## config.mk

```make
export PLATFORM = sky130hd
export DESIGN_NAME = charge_rate_window_tracker
export DESIGN_NICKNAME = d
export VERILOG_FILES = /design/src/crwt_pkg.sv /design/src/crwt_ram.sv /design/src/crwt_div.sv /design/src/crwt_scan.sv /design/src/charge_rate_window_tracker.sv
export SDC_FILE = /design/constraint.sdc
export NUM_CORES = 2
export LEC_CHECK = 0
export BUFFER_PORTS_ARGS = -buffer_cell sky130_fd_sc_hd__buf_4
export CAP_MARGIN = 20
export CORE_MARGIN = 2
export CORE_UTILIZATION = 43
export DETAILED_ROUTE_END_ITERATION = 7
export GPL_TIMING_DRIVEN = 0
export PLACE_DENSITY = 0.58
export REMOVE_ABC_BUFFERS = 1
export SYNTH_ARGS = -nofsm -noshare
export SYNTH_HDL_FRONTEND = slang
export SYNTH_HIERARCHICAL = 1
export SYNTH_SLANG_ARGS = --single-unit
```

## constraint.sdc

```tcl
create_clock -name clk -period 23.1 [get_ports clk]
set_input_delay 1.155 -clock clk [delete_from_list [all_inputs] [get_ports clk]]
set_output_delay 1.155 -clock clk [all_outputs]
set_load 0.05 [all_outputs]
```

## src/crwt_pkg.sv

```systemverilog
// Types and constants shared by the charge rate window tracker modules.
package crwt_pkg;

    localparam int VOLT_W   = 12;
    localparam int TICK_W   = 16;
    localparam int GAIN_W   = 16;
    localparam int RATE_W   = 32;
    localparam int STATUS_W = 3;
    localparam int SQ_W     = 2 * VOLT_W;
    localparam int PADDR_W  = 5;

    // Result status codes.
    localparam logic [STATUS_W-1:0] ST_OK        = 3'd0;
    localparam logic [STATUS_W-1:0] ST_NO_START  = 3'd1;
    localparam logic [STATUS_W-1:0] ST_REVERSED  = 3'd2;
    localparam logic [STATUS_W-1:0] ST_LOW_RISE  = 3'd3;
    localparam logic [STATUS_W-1:0] ST_TOO_SHORT = 3'd4;

    // Register indexes (word address bits of paddr).
    localparam logic [2:0] REG_RATE_GAIN  = 3'd0;
    localparam logic [2:0] REG_NEAR_FULL  = 3'd1;
    localparam logic [2:0] REG_HIGH_RATE  = 3'd2;
    localparam logic [2:0] REG_MIN_RISE   = 3'd3;
    localparam logic [2:0] REG_MIN_TIME   = 3'd4;

    typedef struct packed {
        logic              done;
        logic [RATE_W-1:0] quotient;
    } div_res_t;

    typedef struct packed {
        logic              done;
        logic [RATE_W-1:0] low1;
        logic [RATE_W-1:0] low2;
    } scan_res_t;

endpackage

```

## src/crwt_ram.sv

```systemverilog
// Generic single-write, single-read RAM with a registered read port.
module crwt_ram #(
    parameter int WIDTH = 32,
    parameter int DEPTH = 8
) (
    input  logic                     clk,
    input  logic                     we,
    input  logic [$clog2(DEPTH)-1:0] waddr,
    input  logic [WIDTH-1:0]         wdata,
    input  logic [$clog2(DEPTH)-1:0] raddr,
    output logic [WIDTH-1:0]         rdata
);

    logic [WIDTH-1:0] mem [DEPTH];
    logic [WIDTH-1:0] rdata_reg;

    always_ff @(posedge clk)
    begin
        if (we)
        begin
            mem[waddr] <= wdata;
        end
        rdata_reg <= mem[raddr];
    end

    assign rdata = rdata_reg;

endmodule

```

## src/crwt_div.sv

```systemverilog
// Bit-serial restoring divider: one quotient bit per cycle.
module crwt_div (
    input  logic                       clk,
    input  logic                       rst_n,
    input  logic                       start,
    input  logic [crwt_pkg::RATE_W-1:0] dividend,
    input  logic [crwt_pkg::TICK_W-1:0] divisor,
    output crwt_pkg::div_res_t         res
);
    import crwt_pkg::*;

    localparam int CNT_W = $clog2(RATE_W);

    logic              run_reg, run_next;
    logic              done_reg, done_next;
    logic [CNT_W-1:0]  cnt_reg, cnt_next;
    logic [RATE_W-1:0] quo_reg, quo_next;
    logic [TICK_W:0]   rem_reg, rem_next;
    logic [TICK_W-1:0] dvs_reg, dvs_next;
    logic [TICK_W:0]   rem_shift;
    logic [TICK_W:0]   diff;

    // Shift the next dividend bit in and try a subtraction; a zero divisor
    // always succeeds, which yields an all-ones quotient.
    assign rem_shift = {rem_reg[TICK_W-1:0], quo_reg[RATE_W-1]};
    assign diff      = rem_shift - {1'b0, dvs_reg};

    always_comb
    begin
        run_next  = run_reg;
        done_next = 1'b0;
        cnt_next  = cnt_reg;
        quo_next  = quo_reg;
        rem_next  = rem_reg;
        dvs_next  = dvs_reg;
        if (start)
        begin
            run_next = 1'b1;
            cnt_next = '0;
            quo_next = dividend;
            rem_next = '0;
            dvs_next = divisor;
        end
        else if (run_reg)
        begin
            if (rem_shift >= {1'b0, dvs_reg})
            begin
                rem_next = diff;
                quo_next = {quo_reg[RATE_W-2:0], 1'b1};
            end
            else
            begin
                rem_next = rem_shift;
                quo_next = {quo_reg[RATE_W-2:0], 1'b0};
            end
            cnt_next = cnt_reg + 1'b1;
            if (cnt_reg == CNT_W'(RATE_W - 1))
            begin
                run_next  = 1'b0;
                done_next = 1'b1;
            end
        end
    end

    always_ff @(posedge clk or negedge rst_n)
    begin
        if (!rst_n)
        begin
            run_reg  <= 1'b0;
            done_reg <= 1'b0;
            cnt_reg  <= '0;
        end
        else
        begin
            run_reg  <= run_next;
            done_reg <= done_next;
            cnt_reg  <= cnt_next;
        end
    end

    always_ff @(posedge clk)
    begin
        quo_reg <= quo_next;
        rem_reg <= rem_next;
        dvs_reg <= dvs_next;
    end

    assign res.done     = done_reg;
    assign res.quotient = quo_reg;

endmodule

```

## src/crwt_scan.sv

```systemverilog
// Window scan: reads one entry per cycle and keeps the two smallest rates.
module crwt_scan #(
    parameter int DEPTH = 8
) (
    input  logic                        clk,
    input  logic                        rst_n,
    input  logic                        start,
    input  logic [$clog2(DEPTH)-1:0]    fill,
    input  logic                        full,
    output logic [$clog2(DEPTH)-1:0]    rd_addr,
    input  logic [crwt_pkg::RATE_W-1:0] rd_data,
    output crwt_pkg::scan_res_t         res
);
    import crwt_pkg::*;

    localparam int AW = $clog2(DEPTH);

    logic              issue_reg, issue_next;
    logic [AW-1:0]     addr_reg, addr_next;
    logic              dvld_reg, dvld_next;
    logic [AW-1:0]     didx_reg, didx_next;
    logic              done_reg, done_next;
    logic [RATE_W-1:0] low1_reg, low1_next;
    logic [RATE_W-1:0] low2_reg, low2_next;
    logic [RATE_W-1:0] entry;

    // Entries past the fill point have never been written and are read as zero.
    assign entry = (full || (didx_reg < fill)) ? rd_data : '0;

    always_comb
    begin
        issue_next = issue_reg;
        addr_next  = addr_reg;
        dvld_next  = 1'b0;
        didx_next  = addr_reg;
        done_next  = 1'b0;
        low1_next  = low1_reg;
        low2_next  = low2_reg;
        if (start)
        begin
            issue_next = 1'b1;
            addr_next  = '0;
            low1_next  = '1;
            low2_next  = '1;
        end
        else
        begin
            if (issue_reg)
            begin
                dvld_next = 1'b1;
                if (addr_reg == AW'(DEPTH - 1))
                begin
                    issue_next = 1'b0;
                end
                else
                begin
                    addr_next = addr_reg + 1'b1;
                end
            end
            if (dvld_reg)
            begin
                if (entry < low2_reg)
                begin
                    if (entry < low1_reg)
                    begin
                        low2_next = low1_reg;
                        low1_next = entry;
                    end
                    else
                    begin
                        low2_next = entry;
                    end
                end
                if (didx_reg == AW'(DEPTH - 1))
                begin
                    done_next = 1'b1;
                end
            end
        end
    end

    always_ff @(posedge clk or negedge rst_n)
    begin
        if (!rst_n)
        begin
            issue_reg <= 1'b0;
            addr_reg  <= '0;
            dvld_reg  <= 1'b0;
            done_reg  <= 1'b0;
        end
        else
        begin
            issue_reg <= issue_next;
            addr_reg  <= addr_next;
            dvld_reg  <= dvld_next;
            done_reg  <= done_next;
        end
    end

    always_ff @(posedge clk)
    begin
        didx_reg <= didx_next;
        low1_reg <= low1_next;
        low2_reg <= low2_next;
    end

    assign rd_addr  = addr_reg;
    assign res.done = done_reg;
    assign res.low1 = low1_reg;
    assign res.low2 = low2_reg;

endmodule

```

## src/charge_rate_window_tracker.sv

```systemverilog
// Top level of the charge rate window tracker.
//
// The block takes one charging interval per input transfer and returns one
// result transfer for it. An interval that is rejected (no start level, time
// running backwards, too small a rise, too short an interval) is answered
// without multiply, divide or scan, with both rates zero and the window untouched.
// A nearly full capacitor records the high power rate and goes only through
// the window write and scan. A computed rate passes through the squares, the
// gain product, a bit-serial restoring divider that resolves one of the 32
// quotient bits per cycle, one write into the window RAM, and a scan that
// reads one window entry per cycle from the window RAM.
// Items are processed one at a time; a finished result sits in the output
// register, so the next interval can be accepted while it waits for out_ready.
// The window starts out as all zeros: a fill count marks the entries that
// were never written, so no clearing pass is needed after reset. Registers
// are written through the APB port at byte addresses 0x00 to 0x10 and should
// only be changed while no interval is in flight.
module charge_rate_window_tracker #(
    parameter int WINDOW_DEPTH = 8
) (
    input  logic                          clk,
    input  logic                          rst_n,
    // Input channel.
    input  logic                          in_valid,
    output logic                          in_ready,
    input  logic [crwt_pkg::VOLT_W-1:0]   volt_begin,
    input  logic [crwt_pkg::VOLT_W-1:0]   volt_finish,
    input  logic [crwt_pkg::TICK_W-1:0]   tick_begin,
    input  logic [crwt_pkg::TICK_W-1:0]   tick_finish,
    // Output channel.
    output logic                          out_valid,
    input  logic                          out_ready,
    output logic [crwt_pkg::STATUS_W-1:0] status_code,
    output logic [crwt_pkg::RATE_W-1:0]   new_rate,
    output logic [crwt_pkg::RATE_W-1:0]   pessimistic_rate,
    // Configuration port.
    input  logic                          psel,
    input  logic                          penable,
    input  logic                          pwrite,
    input  logic [crwt_pkg::PADDR_W-1:0]  paddr,
    input  logic [31:0]                   pwdata,
    output logic [31:0]                   prdata,
    output logic                          pready
);
    import crwt_pkg::*;

    localparam int AW = $clog2(WINDOW_DEPTH);

    // Sequencer states.
    localparam logic [2:0] S_IDLE   = 3'd0;
    localparam logic [2:0] S_SQUARE = 3'd1;
    localparam logic [2:0] S_SCALE  = 3'd2;
    localparam logic [2:0] S_DIVGO  = 3'd3;
    localparam logic [2:0] S_DIV    = 3'd4;
    localparam logic [2:0] S_WRITE  = 3'd5;
    localparam logic [2:0] S_SCAN   = 3'd6;
    localparam logic [2:0] S_DONE   = 3'd7;

    // Configuration registers.
    logic [GAIN_W-1:0] gain_reg;
    logic [VOLT_W-1:0] near_full_reg;
    logic [RATE_W-1:0] high_rate_reg;
    logic [VOLT_W-1:0] min_rise_reg;
    logic [TICK_W-1:0] min_time_reg;
    logic              cfg_we;
    logic [2:0]        cfg_idx;

    // Control state.
    logic [2:0]        state_reg, state_next;
    logic [AW-1:0]     slot_reg, slot_next;
    logic              full_reg, full_next;
    logic              out_valid_reg, out_valid_next;

    // Payload registers.
    logic [VOLT_W-1:0]   vb_reg, vf_reg;
    logic [TICK_W-1:0]   elapsed_reg;
    logic [SQ_W-1:0]     sqf_reg, sqb_reg;
    logic [RATE_W-1:0]   prod_reg;
    logic [RATE_W-1:0]   rate_reg, rate_next;
    logic [STATUS_W-1:0] res_status_reg, res_status_next;
    logic [RATE_W-1:0]   res_new_reg, res_new_next;
    logic [RATE_W-1:0]   res_pess_reg, res_pess_next;
    logic [STATUS_W-1:0] status_code_reg;
    logic [RATE_W-1:0]   new_rate_reg;
    logic [RATE_W-1:0]   pess_rate_reg;

    // Interval checks on the incoming transfer.
    logic [TICK_W-1:0] elapsed;
    logic              chk_no_start, chk_reversed, chk_near_full, chk_low_rise, chk_short;
    logic              accept;
    logic              load_out;
    logic [RATE_W-1:0] energy;

    // Submodule connections.
    div_res_t          div_res;
    scan_res_t         scan_res;
    logic              div_start;
    logic              scan_start;
    logic              ram_we;
    logic [AW-1:0]     ram_raddr;
    logic [RATE_W-1:0] ram_rdata;

    // ---------------------------------------------------------------------
    // APB register file. Writes land in the access phase; pready is tied
    // high, so every transfer completes without wait states.
    // ---------------------------------------------------------------------
    assign pready  = 1'b1;
    assign cfg_idx = paddr[PADDR_W-1:2];
    assign cfg_we  = psel && penable && pwrite;

    always_ff @(posedge clk or negedge rst_n)
    begin
        if (!rst_n)
        begin
            gain_reg      <= GAIN_W'(100);
            near_full_reg <= VOLT_W'(3800);
            high_rate_reg <= RATE_W'(1000);
            min_rise_reg  <= VOLT_W'(2);
            min_time_reg  <= TICK_W'(100);
        end
        else if (cfg_we)
        begin
            case (cfg_idx)
                REG_RATE_GAIN: gain_reg      <= pwdata[GAIN_W-1:0];
                REG_NEAR_FULL: near_full_reg <= pwdata[VOLT_W-1:0];
                REG_HIGH_RATE: high_rate_reg <= pwdata;
                REG_MIN_RISE:  min_rise_reg  <= pwdata[VOLT_W-1:0];
                REG_MIN_TIME:  min_time_reg  <= pwdata[TICK_W-1:0];
                default:       ;
            endcase
        end
    end

    always_comb
    begin
        case (cfg_idx)
            REG_RATE_GAIN: prdata = 32'(gain_reg);
            REG_NEAR_FULL: prdata = 32'(near_full_reg);
            REG_HIGH_RATE: prdata = high_rate_reg;
            REG_MIN_RISE:  prdata = 32'(min_rise_reg);
            REG_MIN_TIME:  prdata = 32'(min_time_reg);
            default:       prdata = '0;
        endcase
    end

    // ---------------------------------------------------------------------
    // Interval checks. They are evaluated on the input transfer itself, in
    // the order: no start, time reversed, nearly full (accepted at once),
    // rise too small, interval too short.
    // ---------------------------------------------------------------------
    assign elapsed       = tick_finish - tick_begin;
    assign chk_no_start  = (volt_begin == '0);
    assign chk_reversed  = (tick_finish < tick_begin);
    assign chk_near_full = (volt_finish >= near_full_reg);
    assign chk_low_rise  = (({1'b0, volt_begin} + {1'b0, min_rise_reg}) >= {1'b0, volt_finish});
    assign chk_short     = (elapsed < min_time_reg);

    assign in_ready = (state_reg == S_IDLE);
    assign accept   = in_valid && in_ready;

    // The output register can take a new result when it is empty or when
    // its current result leaves in this cycle.
    assign load_out = (state_reg == S_DONE) && (!out_valid_reg || out_ready);

    // Charged energy wraps modulo 2^32 like the product that follows it.
    assign energy = RATE_W'(sqf_reg) - RATE_W'(sqb_reg);

    always_comb
    begin
        state_next      = state_reg;
        slot_next       = slot_reg;
        full_next       = full_reg;
        rate_next       = rate_reg;
        res_status_next = res_status_reg;
        res_new_next    = res_new_reg;
        res_pess_next   = res_pess_reg;
        div_start       = 1'b0;
        scan_start      = 1'b0;
        ram_we          = 1'b0;
        out_valid_next  = out_valid_reg;

        if (out_valid_reg && out_ready)
        begin
            out_valid_next = 1'b0;
        end

        case (state_reg)
            S_IDLE:
            begin
                if (accept)
                begin
                    res_new_next  = '0;
                    res_pess_next = '0;
                    if (chk_no_start)
                    begin
                        res_status_next = ST_NO_START;
                        state_next      = S_DONE;
                    end
                    else if (chk_reversed)
                    begin
                        res_status_next = ST_REVERSED;
                        state_next      = S_DONE;
                    end
                    else if (chk_near_full)
                    begin
                        rate_next  = high_rate_reg;
                        state_next = S_WRITE;
                    end
                    else if (chk_low_rise)
                    begin
                        res_status_next = ST_LOW_RISE;
                        state_next      = S_DONE;
                    end
                    else if (chk_short)
                    begin
                        res_status_next = ST_TOO_SHORT;
                        state_next      = S_DONE;
                    end
                    else
                    begin
                        state_next = S_SQUARE;
                    end
                end
            end
            S_SQUARE: state_next = S_SCALE;
            S_SCALE:  state_next = S_DIVGO;
            S_DIVGO:
            begin
                div_start  = 1'b1;
                state_next = S_DIV;
            end
            S_DIV:
            begin
                if (div_res.done)
                begin
                    rate_next  = div_res.quotient;
                    state_next = S_WRITE;
                end
            end
            S_WRITE:
            begin
                // Store the rate and advance the ring; the scan sees the
                // updated fill count and wrap flag from its first compare on.
                ram_we     = 1'b1;
                scan_start = 1'b1;
                if (slot_reg == AW'(WINDOW_DEPTH - 1))
                begin
                    slot_next = '0;
                    full_next = 1'b1;
                end
                else
                begin
                    slot_next = slot_reg + 1'b1;
                end
                state_next = S_SCAN;
            end
            S_SCAN:
            begin
                if (scan_res.done)
                begin
                    res_status_next = ST_OK;
                    res_new_next    = rate_reg;
                    res_pess_next   = full_reg ? scan_res.low2 : scan_res.low1;
                    state_next      = S_DONE;
                end
            end
            S_DONE:
            begin
                if (load_out)
                begin
                    out_valid_next = 1'b1;
                    state_next     = S_IDLE;
                end
            end
            default: state_next = S_IDLE;
        endcase
    end

    always_ff @(posedge clk or negedge rst_n)
    begin
        if (!rst_n)
        begin
            state_reg     <= S_IDLE;
            slot_reg      <= '0;
            full_reg      <= 1'b0;
            out_valid_reg <= 1'b0;
        end
        else
        begin
            state_reg     <= state_next;
            slot_reg      <= slot_next;
            full_reg      <= full_next;
            out_valid_reg <= out_valid_next;
        end
    end

    // Datapath registers: two squares, then the gain product, each behind
    // its own register.
    always_ff @(posedge clk)
    begin
        if (accept)
        begin
            vb_reg      <= volt_begin;
            vf_reg      <= volt_finish;
            elapsed_reg <= elapsed;
        end
        if (state_reg == S_SQUARE)
        begin
            sqf_reg <= vf_reg * vf_reg;
            sqb_reg <= vb_reg * vb_reg;
        end
        if (state_reg == S_SCALE)
        begin
            prod_reg <= RATE_W'(gain_reg * energy);
        end
        rate_reg       <= rate_next;
        res_status_reg <= res_status_next;
        res_new_reg    <= res_new_next;
        res_pess_reg   <= res_pess_next;
        if (load_out)
        begin
            status_code_reg <= res_status_reg;
            new_rate_reg    <= res_new_reg;
            pess_rate_reg   <= res_pess_reg;
        end
    end

    assign out_valid        = out_valid_reg;
    assign status_code      = status_code_reg;
    assign new_rate         = new_rate_reg;
    assign pessimistic_rate = pess_rate_reg;

    // ---------------------------------------------------------------------
    // Divider, window memory and scan unit.
    // ---------------------------------------------------------------------
    crwt_div u_div (
        .clk      (clk),
        .rst_n    (rst_n),
        .start    (div_start),
        .dividend (prod_reg),
        .divisor  (elapsed_reg),
        .res      (div_res)
    );

    crwt_ram #(
        .WIDTH (RATE_W),
        .DEPTH (WINDOW_DEPTH)
    ) u_window (
        .clk   (clk),
        .we    (ram_we),
        .waddr (slot_reg),
        .wdata (rate_reg),
        .raddr (ram_raddr),
        .rdata (ram_rdata)
    );

    crwt_scan #(
        .DEPTH (WINDOW_DEPTH)
    ) u_scan (
        .clk     (clk),
        .rst_n   (rst_n),
        .start   (scan_start),
        .fill    (slot_reg),
        .full    (full_reg),
        .rd_addr (ram_raddr),
        .rd_data (ram_rdata),
        .res     (scan_res)
    );

endmodule

```

==> out/summary.txt <==
row cnt: 132
# setup viols final: 0
RSZ-0062 raised after global routing: no
final hold violations: 0
Seq cells post-synth: 812
area grow syn2layout: 13.0%
GP Congestion: 0.847
Routed Antenna Nets: 0
CP max stage delay: 0.74 ns
area of the multi-input gates: 29,700 um^2
Die Y-Extent: 364 um
sequential area share after synthesis: 40.7%
starting density of the core: 43.3%
fin area: 63,100 um^2
Reg clk slew, reported paths: 0.06 ns
Die Wd: 364 um
Commonest cells post-synth: 738 x inv_1, 588 x edfxtp_1, 461 x fa_1, 378 x ha_1, 328 x nand2_1
Pre-antenna DRT Iters: 6
async set-reset flop share out of synthesis: 13.4%
post-synth cell types: 93
WS Path Type: reg -> reg
initial drt markers: 2,230
Post-CTS Setup Bufs: 0
slew margin rel.: 26.3%
Peak Freq: 0.106 GHz
max reg flops: 256
Final period util: 41.0%
total wire length: 133,000 um
Synth area leaders: edfxtp_1 32%, fa_1 17%, ha_1 8.5%, inv_1 5.0%, dfxtp_1 4.1%
GRT overflow: 0
DP Area: 59,900 um^2
post-DP HPWL: 100,000 um
startpoint types: register
setup slack after placement: 13.70 ns
Final nets: 5,876
ANT cells: 0
most frequent cell after synthesis: inv_1
Num CTS Buffers: 88
status: finished clean
Crit path top cell by count: fa_1
H-tree depth: 3
skew final: 0.0393 ns
first-pass GRT wire length: 212,000 um
layout cell share with drive strength beyond 1: 14.4%
Vias: 34,900
required time of the critical path: 23.49 ns
CTS tree: done
Slew @ Worst Pin: 1.11 ns
fill count: 11,600
Root Buffer: clkbuf_16
Mean Syn Cell Area: 11.7 um^2
largest reg by FF count: u_window/mem
Synth Flop Type: edfxtp_1
slowest cell on the critical path: ha_1
CTS-repair resized insts: 0
io pins: 202
Mapped Cells: 4,788
sequential cell area: 22,700 um^2
worst path arrival time: 9.85 ns
Worst-Skew Late Latency: 0.68 ns
drt drc: 0
initial antenna violation count: 6
maxcap violations: 0
clock tree buffer depth: 3
minimum clock period: 9.46 ns
largest net degree at the start of global routing: 109
largest area contributor in the netlist: edfxtp_1
hold buffers post-CTS: 0
worst-path maximum fanout: 18
post-synth top area share: 31.6%
final worst slack: 13.64 ns
Synth Warn #: 6
via/cell ratio: 5.17
worst min path class: in -> async
Post-synth EDFFs: 588
final setup TNS: 0 ns
vias in the first global route: 36,800
synthesized area: 55,900 um^2
Routed wire per std cell: 19.7 um
CP endpoint kind: register
GRT Util Overall: 20.6%
max-slew violations: 0
clock sink total: 812
DIE AREA: 133,000 um^2
IO buf count: 198
area of the core: 129,000 um^2
[path summary, 6_finish.rpt]
path,from,end,slack [ns],depth (start not counted)
worst max-delay path,sqf_reg[0],prod_reg[30],13.64,31
worst min-delay path,rst_n,high_rate_reg[26],0.38,1
worst max register to register,sqf_reg[0],prod_reg[30],13.64,31
worst min register to register,res_new_reg[4],new_rate[4],0.41,0
max in group asynchronous,rst_n,state_reg[2],21.90,2
min in group clk,res_new_reg[4],new_rate[4],0.41,0
[metal layers]
| layer | global-route usage (%) | part of all wire (%) |
|---|---|---|
| met4 | 5.32 | 2.2 |
| met1 | 27.0 | 44 |
| met3 | 3.05 | 4.3 |
| met5 | 0 | 0.042 |
| met2 | 35.8 | 50 |
[critical path, delay by kind of cell (launching register included)]
kind | cells | cell delay (ns)
buffers and inverters | 6 | 0.46
XOR/XNOR | 2 | 0.51
AND/OR/NAND/NOR | 3 | 0.41
flip-flops | 1 | 0.36
AO/OA/AOI/OAI | 11 | 2.78
adder cells (fa/ha/maj) | 9 | 4.65
[layout by cell type (no fill, tap or decap), drive strengths merged, types with 13 or more instances in the layout]
cell    count
dfxtp     115
nor2b      70
mux4       64
o21bai     15
nor2      253
o21ai     120
nand4      19
and3       46
nor3       62
nand2     329
inv       742
a221oi     34
dfrtp      89
clkinv     27
o21a       24
nand2b     49
xor2       36
a22oi      13
xnor2     102
edfxtp    588
a21o       47
dfstp      20
mux2      162
nor4       38
ha        378
buf       266
a211oi     25
and2      295
mux2i      99
nand3      19
fa        461
clkbuf    126
a21oi     125
[cell families (layout without fill, tap and decap cells)]
| kind of cell | Yosys count | in the layout | share of synthesized area (%) |
|---|---|---|---|
| and+or+nand+nor | 1217 | 1217 | 11.0 |
| muxes | 325 | 325 | 7.89 |
| adders and majority gates | 839 | 839 | 25.0 |
| buffers and inverters | 945 | 1169 | 6.63 |
| AOI/OAI and AO/OA | 507 | 507 | 6.46 |
| other | 1 | 1 | 0.00671 |
| xor gates and xnor gates | 142 | 142 | 2.34 |
| DFF | 812 | 812 | 40.7 |
[final cells by class]
cell class	instances	share of cell area, %
Multi-Input combinational cell	3031	47.1
Sequential cell	812	36.0
Inverter	738	4.40
Timing Repair Buffer	266	4.34
Clock buffer	126	3.97
Tap cell	1742	3.45
Clock inverter	39	0.795
[metrics by stage]
step / cells / utilization, % / hold slack, ns
6_report: 6754 / 48.9 / 0.381
5_1_grt: 6754 / 48.9 / 0.369
4_1_cts: 6745 / 48.7 / 0.347
3_5_place_dp: 6580 / 46.4 / 0.405
3_3_place_gp: 6521 / 45.4 / 0.402
2_1_floorplan: 4581 / - / 0.400
Power is left out: the tool's default activity adds up to more than one toggle a clock period on the data nets, which glitch-free logic cannot reach.
